## src/sv/dwt_pkg.sv

```systemverilog
`timescale 1ns / 1ps
// Shared types and constants for the deadline wakeup table.
// Used by dwt_ctrl, dwt_datapath and deadline_wakeup_table.
package dwt_pkg;

  localparam int TABLE_DEPTH_DEF = 16;
  localparam int ID_WIDTH_DEF    = 8;
  localparam int MAX_RESULTS     = 16;

  localparam logic [1:0] CMD_TICK  = 2'd0;
  localparam logic [1:0] CMD_WAIT  = 2'd1;
  localparam logic [1:0] CMD_SLEEP = 2'd2;

  localparam logic [1:0] KIND_WOKEN  = 2'd0;
  localparam logic [1:0] KIND_ACCEPT = 2'd1;
  localparam logic [1:0] KIND_FULL   = 2'd2;

  // nsec + duration fits in 41 bits; quotient by 1e9 fits in 12 bits
  localparam int TOTAL_W = 41;
  localparam int QUOT_W  = 12;
  localparam logic [TOTAL_W-1:0] NS_PER_SEC = 41'd1000000000;

  // quotient estimate: ((total >> 20) * floor(2^50 / 1e9)) >> 30, low by at most one
  localparam int EST_SHIFT   = 20;
  localparam int EST_W       = TOTAL_W - EST_SHIFT;
  localparam int RECIP_SHIFT = 30;
  localparam logic [EST_W-1:0] NS_RECIP = 21'd1125899;

  // divide phases, counted down to zero
  localparam int STEP_W     = 2;
  localparam int DIV_PHASES = 3;
  localparam logic [STEP_W-1:0] DIV_PH_EST = 2'd2;
  localparam logic [STEP_W-1:0] DIV_PH_SUB = 2'd1;
  localparam logic [STEP_W-1:0] DIV_PH_FIX = 2'd0;

  typedef struct packed {
    logic [1:0]  cmd;
    logic [7:0]  waiter_id;
    logic [31:0] time_sec;
    logic [29:0] time_nsec;
    logic [39:0] duration_ns;
  } in_item_t;

  typedef struct packed {
    logic [1:0] kind;
    logic [7:0] woken_id;
    logic       last;
  } out_item_t;

  // controller -> datapath
  typedef struct packed {
    logic load;       // latch the accepted request
    logic div_step;   // one phase of the divide by 1e9
    logic set_dl;     // deadline = now + quotient, remainder
    logic idx_adv;    // move to the next slot
    logic ins_write;  // store the waiter in the current slot
    logic push_ok;    // present an insert accept
    logic push_full;  // present a table-full reject
    logic wake;       // take the current slot into the pending wakeup
    logic push_pend;  // present the pending wakeup
    logic push_last;  // mark the presented wakeup as last
  } dp_cmd_t;

  // datapath -> controller
  typedef struct packed {
    logic div_done;
    logic idx_last;
    logic slot_valid;
    logic slot_due;
    logic cnt_full;
    logic pend_v;
    logic out_free;
  } dp_stat_t;

endpackage

```

## src/sv/dwt_ctrl.sv

```systemverilog
`timescale 1ns / 1ps
// Sequencer for the deadline wakeup table: decodes requests and steps the
// datapath through divide, free-slot search and expiry scan. Uses dwt_pkg.
module dwt_ctrl (
  input  logic              clk,
  input  logic              rst_n,
  input  logic              in_valid,
  input  logic [1:0]        in_cmd,
  output logic              in_stall,
  output dwt_pkg::dp_cmd_t  cmd,
  input  dwt_pkg::dp_stat_t stat
);
  import dwt_pkg::*;

  typedef enum logic [2:0] {
    S_IDLE,
    S_DIV,
    S_ADD,
    S_FIND,
    S_PRIME,
    S_SCAN,
    S_FLUSH
  } state_t;

  state_t state_r, state_nxt;
  logic   in_stall_r;
  logic   hit, blocked;

  assign in_stall = in_stall_r;

  always_comb begin
    state_nxt = state_r;
    cmd       = '0;
    hit       = stat.slot_valid && stat.slot_due && !stat.cnt_full;
    blocked   = hit && stat.pend_v && !stat.out_free;
    case (state_r)
      S_IDLE: begin
        if (in_valid && !in_stall_r) begin
          cmd.load = 1'b1;
          case (in_cmd)
            CMD_TICK:  state_nxt = S_PRIME;
            CMD_WAIT:  state_nxt = S_FIND;
            CMD_SLEEP: state_nxt = S_DIV;
            default:   state_nxt = S_IDLE;
          endcase
        end
      end
      S_DIV: begin
        cmd.div_step = 1'b1;
        if (stat.div_done) state_nxt = S_ADD;
      end
      S_ADD: begin
        cmd.set_dl = 1'b1;
        state_nxt  = S_FIND;
      end
      S_FIND: begin
        if (!stat.slot_valid) begin
          if (stat.out_free) begin
            cmd.ins_write = 1'b1;
            cmd.push_ok   = 1'b1;
            state_nxt     = S_IDLE;
          end
        end else if (stat.idx_last) begin
          if (stat.out_free) begin
            cmd.push_full = 1'b1;
            state_nxt     = S_IDLE;
          end
        end else begin
          cmd.idx_adv = 1'b1;
        end
      end
      S_PRIME: begin
        state_nxt = S_SCAN;
      end
      S_SCAN: begin
        // a new hit displaces the pending wakeup, which then goes out unmarked
        if (!blocked) begin
          cmd.idx_adv   = 1'b1;
          cmd.wake      = hit;
          cmd.push_pend = hit && stat.pend_v;
          if (stat.idx_last) state_nxt = S_FLUSH;
        end
      end
      S_FLUSH: begin
        if (!stat.pend_v) begin
          state_nxt = S_IDLE;
        end else if (stat.out_free) begin
          cmd.push_pend = 1'b1;
          cmd.push_last = 1'b1;
          state_nxt     = S_IDLE;
        end
      end
      default: state_nxt = S_IDLE;
    endcase
  end

  always_ff @(posedge clk) begin
    if (!rst_n) begin
      state_r    <= S_IDLE;
      in_stall_r <= 1'b0;
    end else begin
      state_r    <= state_nxt;
      in_stall_r <= (state_nxt != S_IDLE);
    end
  end

endmodule

```

## src/sv/dwt_datapath.sv

```systemverilog
`timescale 1ns / 1ps
// Datapath of the deadline wakeup table: entry memory, valid bits, divide
// by 1e9, deadline compare, pending wakeup and output register. Uses dwt_pkg.
module dwt_datapath #(
  parameter int TABLE_DEPTH = dwt_pkg::TABLE_DEPTH_DEF,
  parameter int ID_WIDTH    = dwt_pkg::ID_WIDTH_DEF
) (
  input  logic               clk,
  input  logic               rst_n,
  input  dwt_pkg::in_item_t  in_data,
  input  dwt_pkg::dp_cmd_t   cmd,
  output dwt_pkg::dp_stat_t  stat,
  input  logic               out_stall,
  output logic               out_valid,
  output dwt_pkg::out_item_t out_data
);
  import dwt_pkg::*;

  localparam int IDX_W = (TABLE_DEPTH > 1) ? $clog2(TABLE_DEPTH) : 1;
  localparam int CNT_W = $clog2(MAX_RESULTS + 1);
  localparam int ID_EXT = (ID_WIDTH > 8) ? ID_WIDTH : 8;
  localparam int ENT_W = ID_WIDTH + 62;
  localparam int EST_PROD_W = 2 * EST_W;

  // entry word: {id, sec, nsec}
  logic [ENT_W-1:0]       mem [TABLE_DEPTH];
  logic [ENT_W-1:0]       rdata_r;
  logic [IDX_W-1:0]       rd_addr;

  logic [TABLE_DEPTH-1:0] valid_r;
  logic [IDX_W-1:0]       idx_r;
  logic [CNT_W-1:0]       cnt_r;
  logic [STEP_W-1:0]      k_r;
  logic [TOTAL_W-1:0]     rem_r;
  logic [QUOT_W-1:0]      q_r;
  logic [31:0]            tsec_r;
  logic [29:0]            tnsec_r;
  logic [ID_WIDTH-1:0]    id_r;
  logic                   pend_v_r;
  logic [ID_WIDTH-1:0]    pend_id_r;
  logic                   out_v_r;
  out_item_t              out_r;

  logic [ID_EXT-1:0]      in_id_ext;
  logic [ID_EXT-1:0]      id_ext;
  logic [ID_EXT-1:0]      pend_ext;
  logic [EST_PROD_W-1:0]  est_prod;
  logic [TOTAL_W-1:0]     q_prod;
  logic                   idx_last;
  logic                   out_free;
  logic [ID_WIDTH-1:0]    ent_id;
  logic [31:0]            ent_sec;
  logic [29:0]            ent_nsec;

  assign in_id_ext = ID_EXT'(in_data.waiter_id);
  assign id_ext    = ID_EXT'(id_r);
  assign pend_ext  = ID_EXT'(pend_id_r);
  assign est_prod  = EST_PROD_W'(rem_r[TOTAL_W-1:EST_SHIFT]) * EST_PROD_W'(NS_RECIP);
  assign q_prod    = TOTAL_W'(q_r) * NS_PER_SEC;
  assign idx_last  = (idx_r == IDX_W'(TABLE_DEPTH - 1));
  assign out_free  = !out_v_r || !out_stall;

  assign ent_id   = rdata_r[ENT_W-1 -: ID_WIDTH];
  assign ent_sec  = rdata_r[61:30];
  assign ent_nsec = rdata_r[29:0];

  // read ahead one slot whenever the scan moves on
  assign rd_addr = (cmd.idx_adv && !idx_last) ? idx_r + IDX_W'(1) : idx_r;

  always_comb begin
    stat            = '0;
    stat.div_done   = (k_r == '0);
    stat.idx_last   = idx_last;
    stat.slot_valid = valid_r[idx_r];
    stat.slot_due   = (ent_sec < tsec_r) || ((ent_sec == tsec_r) && (ent_nsec <= tnsec_r));
    stat.cnt_full   = (cnt_r == CNT_W'(MAX_RESULTS));
    stat.pend_v     = pend_v_r;
    stat.out_free   = out_free;
  end

  always_ff @(posedge clk) begin
    if (cmd.ins_write) mem[idx_r] <= {id_r, tsec_r, tnsec_r};
    rdata_r <= mem[rd_addr];
  end

  // request latch, divider and deadline
  always_ff @(posedge clk) begin
    if (cmd.load) begin
      tsec_r  <= in_data.time_sec;
      tnsec_r <= in_data.time_nsec;
      id_r    <= in_id_ext[ID_WIDTH-1:0];
      rem_r   <= TOTAL_W'(in_data.time_nsec) + TOTAL_W'(in_data.duration_ns);
      q_r     <= '0;
    end else if (cmd.div_step) begin
      case (k_r)
        DIV_PH_EST: q_r <= est_prod[RECIP_SHIFT +: QUOT_W];
        DIV_PH_SUB: rem_r <= rem_r - q_prod;
        DIV_PH_FIX: begin
          // estimate may be one low
          if (rem_r >= NS_PER_SEC) begin
            rem_r <= rem_r - NS_PER_SEC;
            q_r   <= q_r + QUOT_W'(1);
          end
        end
        default: ;
      endcase
    end else if (cmd.set_dl) begin
      tsec_r  <= tsec_r + 32'(q_r);
      tnsec_r <= rem_r[29:0];
    end
    if (cmd.wake) pend_id_r <= ent_id;
  end

  always_ff @(posedge clk) begin
    if (!rst_n) begin
      valid_r  <= '0;
      idx_r    <= '0;
      cnt_r    <= '0;
      k_r      <= '0;
      pend_v_r <= 1'b0;
      out_v_r  <= 1'b0;
    end else begin
      if (cmd.load) begin
        idx_r <= '0;
        cnt_r <= '0;
        k_r   <= STEP_W'(DIV_PHASES - 1);
      end else begin
        if (cmd.idx_adv && !idx_last) idx_r <= idx_r + IDX_W'(1);
        if (cmd.div_step && k_r != '0) k_r <= k_r - STEP_W'(1);
        if (cmd.wake) cnt_r <= cnt_r + CNT_W'(1);
      end
      if (cmd.ins_write) valid_r[idx_r] <= 1'b1;
      if (cmd.wake)      valid_r[idx_r] <= 1'b0;

      if (cmd.wake)           pend_v_r <= 1'b1;
      else if (cmd.push_pend) pend_v_r <= 1'b0;

      if (cmd.push_ok || cmd.push_full || cmd.push_pend) out_v_r <= 1'b1;
      else if (!out_stall)                               out_v_r <= 1'b0;
    end
  end

  always_ff @(posedge clk) begin
    if (cmd.push_ok || cmd.push_full) begin
      out_r.kind     <= cmd.push_ok ? KIND_ACCEPT : KIND_FULL;
      out_r.woken_id <= id_ext[7:0];
      out_r.last     <= 1'b1;
    end else if (cmd.push_pend) begin
      out_r.kind     <= KIND_WOKEN;
      out_r.woken_id <= pend_ext[7:0];
      out_r.last     <= cmd.push_last;
    end
  end

  assign out_valid = out_v_r;
  assign out_data  = out_r;

endmodule

```

## src/sv/deadline_wakeup_table.sv

```systemverilog
`timescale 1ns / 1ps
// Top level of the deadline wakeup table: controller plus datapath.
// Depends on dwt_pkg, dwt_ctrl and dwt_datapath.
//
// Bounded table of sleeping waiters. A wait or sleep request inserts a waiter
// into the lowest free slot and answers with one accept or one table-full
// reject; a sleep first forms its deadline as now plus the duration, which
// takes a divide by 1e9 (reciprocal estimate, back-multiply and subtract,
// one correction) and one add. A tick request removes every valid entry
// whose deadline is at or before the given time (at most MAX_RESULTS per
// tick, lowest slots first) and emits each as a wakeup, the final one
// marked last. Slots are visited one per cycle through the single read
// port of the entry memory, as long as the result side does not stall.
// The next request is taken once the block returns to idle; the last result
// may still sit in the output register.
// Valid bits clear at reset, so no clearing pass is needed.
module deadline_wakeup_table #(
  parameter int TABLE_DEPTH = dwt_pkg::TABLE_DEPTH_DEF,
  parameter int ID_WIDTH    = dwt_pkg::ID_WIDTH_DEF
) (
  input  logic               clk,
  input  logic               rst_n,
  input  logic               in_valid,
  output logic               in_stall,
  input  dwt_pkg::in_item_t  in_data,
  output logic               out_valid,
  input  logic               out_stall,
  output dwt_pkg::out_item_t out_data
);
  import dwt_pkg::*;

  dp_cmd_t  cmd;
  dp_stat_t stat;

  dwt_ctrl u_ctrl (
    .clk      (clk),
    .rst_n    (rst_n),
    .in_valid (in_valid),
    .in_cmd   (in_data.cmd),
    .in_stall (in_stall),
    .cmd      (cmd),
    .stat     (stat)
  );

  dwt_datapath #(
    .TABLE_DEPTH (TABLE_DEPTH),
    .ID_WIDTH    (ID_WIDTH)
  ) u_dp (
    .clk       (clk),
    .rst_n     (rst_n),
    .in_data   (in_data),
    .cmd       (cmd),
    .stat      (stat),
    .out_stall (out_stall),
    .out_valid (out_valid),
    .out_data  (out_data)
  );

endmodule
```

## config.mk

```make
export PLATFORM = sky130hd
export DESIGN_NAME = deadline_wakeup_table
export DESIGN_NICKNAME = d
export VERILOG_FILES = /design/src/sv/dwt_pkg.sv /design/src/sv/dwt_ctrl.sv /design/src/sv/dwt_datapath.sv /design/src/sv/deadline_wakeup_table.sv
export SDC_FILE = /design/constraint.sdc
export NUM_CORES = 2
export LEC_CHECK = 0
export ABC_AREA = 1
export BUFFER_PORTS_ARGS = -buffer_cell sky130_fd_sc_hd__buf_2
export CAP_MARGIN = 20
export CORE_MARGIN = 2
export CORE_UTILIZATION = 55
export DETAILED_ROUTE_END_ITERATION = 10
export PLACE_DENSITY = 0.74
export REMOVE_ABC_BUFFERS = 1
export SLEW_MARGIN = 20
export SYNTH_ARGS = -nofsm -noshare
export SYNTH_HDL_FRONTEND = slang
export SYNTH_SLANG_ARGS = --single-unit
```

## constraint.sdc

```tcl
create_clock -name clk -period 8.41 [get_ports clk]
set_input_delay 2.523 -clock clk [delete_from_list [all_inputs] [get_ports clk]]
set_output_delay 2.523 -clock clk [all_outputs]
set_load 0.02 [all_outputs]
```

=== Word-level counts from Yosys, hierarchy flattened ===
Memory sizes are Yosys's and may differ from the RTL's. A register that Yosys moved wholly into a read port is not among the register bits.
Cells that the tools add are included.

* Flip-flop bits (word level): 175
* RAM bits: 1120
* Bits of input ports: 116
* Output and inout bits: 13
* Logic and storage cells: 150
* Memories kept: 1

* Add/sub/neg operators: 8
* Multipliers: 2
* Order comparisons: 5
* Equality and inequality tests: 17
* Multiplexer cells: 60
* Bitwise gates (word level): 4
* Reductions and logical operators: 35

{| class="wikitable"
|+ Memories
! memory !! depth !! bits a word !! read ports !! clocked after Yosys merged registers in !! wr ports !! RTL line !! RTL
|-
| u_dp.mem || 16 || 70 || 1 || 1 || 1 || dwt_datapath.sv:26 || <nowiki>logic [ENT_W-1:0] mem [TABLE_DEPTH];</nowiki>
|}

{| class="wikitable"
|+ Operator list
! cell !! count
|-
| 2-to-1 mux 41 bit || 3
|-
| 2-to-1 mux 32 bit || 3
|-
| 2-to-1 mux 30 bit || 3
|-
| one-hot mux 41 bit (2 select lines) || 1
|-
| 2-to-1 mux 16 bit || 3
|-
| multiplier 21 x 21 -> 42 bit (second input constant) || 1
|-
| adder 30 x 40 -> 41 bit || 1
|-
| greater-or-equal comparator 41 x 30 -> 1 bit (second input constant) || 1
|-
| subtractor 41 x 30 -> 41 bit (second input constant) || 1
|-
| subtractor 41 bit || 1
|-
| adder 32 x 12 -> 32 bit || 1
|-
| == test 32 bit || 1
|-
| < comparator 32 bit || 1
|-
| multiplier 12 x 21 -> 32 bit (second input constant) || 1
|-
| <= comparator 30 bit || 1
|-
| 2-to-1 mux 3 bit || 9
|-
| one-hot mux 12 bit (2 select lines) || 1
|-
| 2-to-1 mux 11 bit || 2
|-
| one-hot mux 3 bit (7 select lines) || 1
|-
| 2-to-1 mux 1 bit || 20
|-
| bitwise AND 16 bit || 1
|-
| inverter 16 bit || 1
|-
| bitwise OR 16 bit || 1
|-
| 2-to-1 mux 2 bit || 7
|-
| other kinds (33) || 65
|}

=== Logic depth before layout (Yosys ltp) ===
* Depth after elaboration: 11
* Depth in mapped cells: 34
* Gate-level depth less buffers: 34

=== Cells and area by module ===
Synthesis repeated with hierarchy kept, for this count alone.

* Cells, all modules: 7238
* Area total of the unflattened synthesis: 73988.5 µm²

{| class="wikitable"
|+ By module, submodules not included
! module !! instances !! cells an instance !! area an instance (µm²) !! sequential area each (µm²)
|-
| dwt_datapath || 1 || 7166 || 73564.3 || 39748.1
|-
| dwt_ctrl || 1 || 72 || 424.2 || 80.1
|}

=== Worst setup path after synthesis ===
No wires, ideal clock.

* Path type: input to register
* Start: input port out_stall
* End: register u_dp.valid_r[7]
* Library setup time: 0.093 ns
* Data arrival time: 8.596 ns
* Data required time: 8.317 ns
* Setup slack: -0.280 ns
* Stages: 10
* Buffers on the path: 1
* Path through: nand2_1 -> inv_1 -> nor2_1 -> inv_1 -> nor2_1 -> inv_2 -> clkbuf_1 -> nor3_1 -> o21ai_0 -> a31oi_1

* Longest elaborated chain between the ends: 9
* Elaborated cells on any way between the ends: 13
* Those cells by class: 8 x mux; 1 x bitwise; 4 x reduce/logical

{| class="wikitable"
|+ Ends and longest elaborated chain
! what !! RTL line !! RTL
|-
| from (decl) || deadline_wakeup_table.sv:27 || <nowiki>input logic out_stall,</nowiki>
|-
| zero test 1 bit * || dwt_datapath.sv:61 || <nowiki>assign out_free = !out_v_r || !out_stall;</nowiki>
|-
| logical OR 1 bit * || dwt_datapath.sv:61 ||
|-
| 2-to-1 mux 2 bit || dwt_ctrl.sv:58 || <nowiki>if (stat.out_free) begin</nowiki>
|-
| 2-to-1 mux 2 bit || dwt_ctrl.sv:57 || <nowiki>if (!stat.slot_valid) begin</nowiki>
|-
| 2-to-1 mux 3 bit || dwt_ctrl.sv:36 || <nowiki>case (state_r)</nowiki>
|-
| 2-to-1 mux 16 bit || dwt_datapath.sv:132 || <nowiki>if (cmd.ins_write) valid_r[idx_r] <= 1'b1;</nowiki>
|-
| 2-to-1 mux 16 bit || dwt_datapath.sv:115 || <nowiki>if (!rst_n) begin</nowiki>
|-
| bitwise AND 16 bit (no source line) || n/a ||
|-
| 2-to-1 mux 16 bit * || dwt_datapath.sv:133 || <nowiki>if (cmd.wake) valid_r[idx_r] <= 1'b0;</nowiki>
|-
| to (signal assigned) || dwt_datapath.sv:116 || <nowiki>valid_r <= '0;</nowiki>
|-
| to (signal, indexed assignment) || dwt_datapath.sv:132 ||
|-
| to (signal, indexed assignment) || dwt_datapath.sv:133 ||
|-
| to (decl) || dwt_datapath.sv:30 || <nowiki>logic [TABLE_DEPTH-1:0] valid_r;</nowiki>
|}

Every way passes the cells marked *; elsewhere a longest branch is shown, timed or not. The select of a mux whose other input is x is not followed.
A chain may end at the register's enable or synchronous reset.

=== Final worst setup path ===
* Start: register u_dp.q_r[10]
* End: register u_dp.rem_r[37], data pin

* Longest elaborated chain between the ends: 5

{| class="wikitable"
|+ Ends and longest elaborated chain
! what !! RTL line !! RTL
|-
| from (decl) || dwt_datapath.sv:35 || <nowiki>logic [QUOT_W-1:0] q_r;</nowiki>
|-
| from (signal assigned) || dwt_datapath.sv:96 || <nowiki>DIV_PH_EST: q_r <= est_prod[RECIP_SHIFT +: QUOT_W];</nowiki>
|-
| from (signal assigned) || dwt_datapath.sv:102 || <nowiki>q_r <= q_r + QUOT_W'(1);</nowiki>
|-
| multiplier 12 x 21 -> 32 bit || dwt_datapath.sv:59 || <nowiki>assign q_prod = TOTAL_W'(q_r) * NS_PER_SEC;</nowiki>
|-
| subtractor 41 bit || dwt_datapath.sv:97 || <nowiki>DIV_PH_SUB: rem_r <= rem_r - q_prod;</nowiki>
|-
| one-hot mux 41 bit (2 select lines) || dwt_datapath.sv:95 || <nowiki>case (k_r)</nowiki>
|-
| 2-to-1 mux 41 bit || dwt_datapath.sv:94 || <nowiki>end else if (cmd.div_step) begin</nowiki>
|-
| 2-to-1 mux 41 bit || dwt_datapath.sv:88 || <nowiki>if (cmd.load) begin</nowiki>
|-
| to (signal assigned) || dwt_datapath.sv:92 || <nowiki>rem_r <= TOTAL_W'(in_data.time_nsec) + TOTAL_W'(in_data.duration_ns);</nowiki>
|-
| to (signal assigned) || dwt_datapath.sv:97 ||
|-
| to (signal assigned) || dwt_datapath.sv:101 || <nowiki>rem_r <= rem_r - NS_PER_SEC;</nowiki>
|-
| to (decl) || dwt_datapath.sv:34 || <nowiki>logic [TOTAL_W-1:0] rem_r;</nowiki>
|}

Every way passes these cells. The select of a mux whose other input is x is not followed.

==> flow_summary.json <==
{
  "result_of_the_run": "completed",
  "first_global_vias": 56442,
  "drv_cap": 0,
  "detail_route.iter0.violations": 6743,
  "synth.top_cells.by_area": "sky130_fd_sc_hd__edfxtp_1, sky130_fd_sc_hd__nand3_1, sky130_fd_sc_hd__inv_1",
  "wl_per_cell_um": 21.9,
  "synth_async_sr_flop_share_pct": 0,
  "synth_top_area_share_pct": 49.0,
  "synth_enable_flop_cells": 1249,
  "synthesis.yosys.warnings": 0,
  "syn_inst": 8075,
  "worstSetupStartpointType": "flop",
  "synth_top_cells_by_count": "sky130_fd_sc_hd__inv_1, sky130_fd_sc_hd__nand3_1, sky130_fd_sc_hd__nand2_1",
  "topRoutingLayerUsed": "met5",
  "resized_gates_after_cts": 0,
  "fin_worst_hold_slack_ps": 407,
  "core.rowCount": 136,
  "post_synth_instance_area_um2": 76600,
  "number_of_storage_elements_in_the_synthesis_netlist": 1365,
  "route.met2.wl_um": 101000,
  "place_ws_ps": 1090,
  "worst_path_max_delay_cell": "sky130_fd_sc_hd__dfxtp_1",
  "max_clock_freq_mhz": 136,
  "timing.final.max_slew_violations": 0,
  "tritoncts.num_buffers": 141,
  "most_used_standard_cell_by_instance_count_after_synthesis": "sky130_fd_sc_hd__inv_1",
  "fp.dieH_um": 377,
  "grt.total_usage_pct": 30.9,
  "path_common_cell": "sky130_fd_sc_hd__inv_1",
  "final_critical_path_setup_slack_ps": 1030,
  "synth_seq_area_share_pct": 52.0,
  "antenna_violating_nets_post_route": 0,
  "io_buffer_count": 128,
  "final_net_count": 8928,
  "drive_gt1_share_pct": 5.89,
  "cts.sinks": 1365,
  "cp_data_required_time_ps": 8910,
  "initial_antenna_violation_count": 6,
  "wire_length_of_the_first_global_routing_pass_um": 333000,
  "remaining_drc_errors": 0,
  "worstPathArrival_ps": 7880,
  "dp.final_hpwl_um": 134000,
  "drt-vias-per-instance": 5.74,
  "initial_utilization_pct": 55.5,
  "horizontal_die_dimension_um": 377,
  "routed_wirelength_um": 220000,
  "design.core.area_um2": 138000,
  "htreeDepth": 4,
  "yosys.area.top_type": "sky130_fd_sc_hd__edfxtp_1",
  "fin_worst_skew_ps": 49.9,
  "worst_setup_path_end_kind": "flop",
  "clock_tree_from_tritoncts": "yes",
  "routed-via-count": 57700,
  "post-cts-setup-buffers": 0,
  "syn_to_final_growth_pct": 9.14,
  "clock_insertion_delay_worst_skew_ps": 800,
  "timing.final.crit_period_ps": 7380,
  "cts-root-to-sink-buffers": 3,
  "tightest_slew_ps": 1230,
  "crit_path_max_fanout": 10,
  "first_pass_iters": 8,
  "fp.dieArea_um2": 142000,
  "wirelength_met1_um": 86600,
  "routability_cong": 0.942,
  "post_synth_num_cell_types": 56,
  "min_period_over_period_pct": 87.7,
  "cts.hold.buffers_added": 0,
  "final-setup-viol-count": 0,
  "dr_wl_met3_um": 23600,
  "normalized_max_slew_margin_pct": 18.3,
  "io_pins": 129,
  "hold_path.class": "reg -> reg",
  "total_grt_overflow": 0,
  "syn-mean-instance-area_um2": 9.48,
  "rsz0062_at_grt": "no",
  "timing_hold_violations_final": 0,
  "critical_path_class": "reg -> reg",
  "cts.reportedPaths.clkPinSlew_ps": 60,
  "timing.critical_path.slowest_cell_delay_ps": 630,
  "post-route-util_pct": 60.6,
  "largest_net_degree_at_the_start_of_global_routing": 156,
  "synth_flop_cell": "sky130_fd_sc_hd__edfxtp_1",
  "root_driver": "sky130_fd_sc_hd__clkbuf_16"
}
==> per-stage QoR <==
step	cell area, um^2	instances	setup TNS (ps)
final	83600	10045	0
after global routing	83600	10042	0
after CTS	83600	10042	0
after detailed placement	79000	9785	0
after global placement	79000	9785	0
after floorplan	75000	7769	-364340
==> final timing paths <==
| check | slack [ps] | end | start | cells past startpoint |
|---|---|---|---|---|
| min | 410 | u_dp.pend_ext[2] | u_dp.rdata_r[64] | 0 |
| min reg2reg | 410 | u_dp.pend_ext[2] | u_dp.rdata_r[64] | 0 |
| max reg2reg | 1030 | u_dp.rem_r[37] | u_dp.q_r[10] | 30 |
| max | 1030 | u_dp.rem_r[37] | u_dp.q_r[10] | 30 |
==> worst max-delay path: cells and delay by family (launching register included) <==
family | cells | cell delay (ps)
xor gates and xnor gates | 1 | 120
and+or+nand+nor | 7 | 730
DFF | 1 | 630
buffers and inverters | 7 | 650
AOI/OAI and AO/OA | 8 | 1800
adders and majority gates | 7 | 3200
==> metal layers <==
| metal | up-vias | GRT usage, % |
|---|---|---|
| li1 | 26566 | - |
| met1 | 27455 | 41.8 |
| met2 | 3119 | 49.4 |
| met3 | 556 | 5.95 |
| met4 | 4 | 12.4 |
| met5 | - | 0 |
==> flip-flops by register name (all words and copies together) (netlist names), 3 cells and up, named ones only <==
name,flops
u_dp.tsec_r,32
u_ctrl.state_r,3
u_dp.q_r,12
u_dp.pend_ext,8
u_dp.cnt_r,5
u_dp.tnsec_r,30
u_dp.rem_r,41
u_dp.valid_r,15
u_dp.mem,1120
u_dp.rdata_r,70
u_dp.id_ext,8
u_dp.out_data,11
u_dp.idx_r,4
==> cell families (layout without fill, tap and decap cells) <==
kind of cell	count (synthesis)	after routing	synth area share (%)
simple gates	3168	3168	18.3
other cells	0	3	0
xor+xnor	82	82	0.948
mux	1	1	0.0147
compound gates	672	672	4.87
flops	1365	1365	52.0
fa+ha+maj	678	678	13.0
buf+inv	2109	2282	10.9
==> cell usage in the layout, fill, tap and decap left out, types with 15 or more instances in the layout <==
cell type	n
sky130_fd_sc_hd__nand2_1	1396
sky130_fd_sc_hd__ha_1	477
sky130_fd_sc_hd__buf_4	81
sky130_fd_sc_hd__nor3_2	15
sky130_fd_sc_hd__xnor2_1	26
sky130_fd_sc_hd__fa_1	200
sky130_fd_sc_hd__a31oi_1	46
sky130_fd_sc_hd__nor2_1	213
sky130_fd_sc_hd__nand4_1	26
sky130_fd_sc_hd__clkbuf_16	142
sky130_fd_sc_hd__dfxtp_1	116
sky130_fd_sc_hd__clkbuf_1	41
sky130_fd_sc_hd__nor3_1	41
sky130_fd_sc_hd__inv_1	1794
sky130_fd_sc_hd__o21a_1	18
sky130_fd_sc_hd__clkinv_2	15
sky130_fd_sc_hd__edfxtp_1	1249
sky130_fd_sc_hd__buf_2	128
sky130_fd_sc_hd__xor2_1	55
sky130_fd_sc_hd__clkinv_1	18
sky130_fd_sc_hd__or2_2	16
sky130_fd_sc_hd__nand3_1	1424
sky130_fd_sc_hd__o21ai_0	228
sky130_fd_sc_hd__a21oi_1	277
==> final cells by class <==
type,instances,area (um^2)
clock buffers,196,3890
clock inverters,61,688
flip-flops and latches,1365,39800
multi-input cells,4601,28600
well taps,1794,2240
diodes,3,7.51
repair buffers,222,1510
fillers,11134,54300
inverters,1803,6780
Power is not shown: default switching activity piles up to over one toggle a cycle in this logic, so the estimate is an artifact.
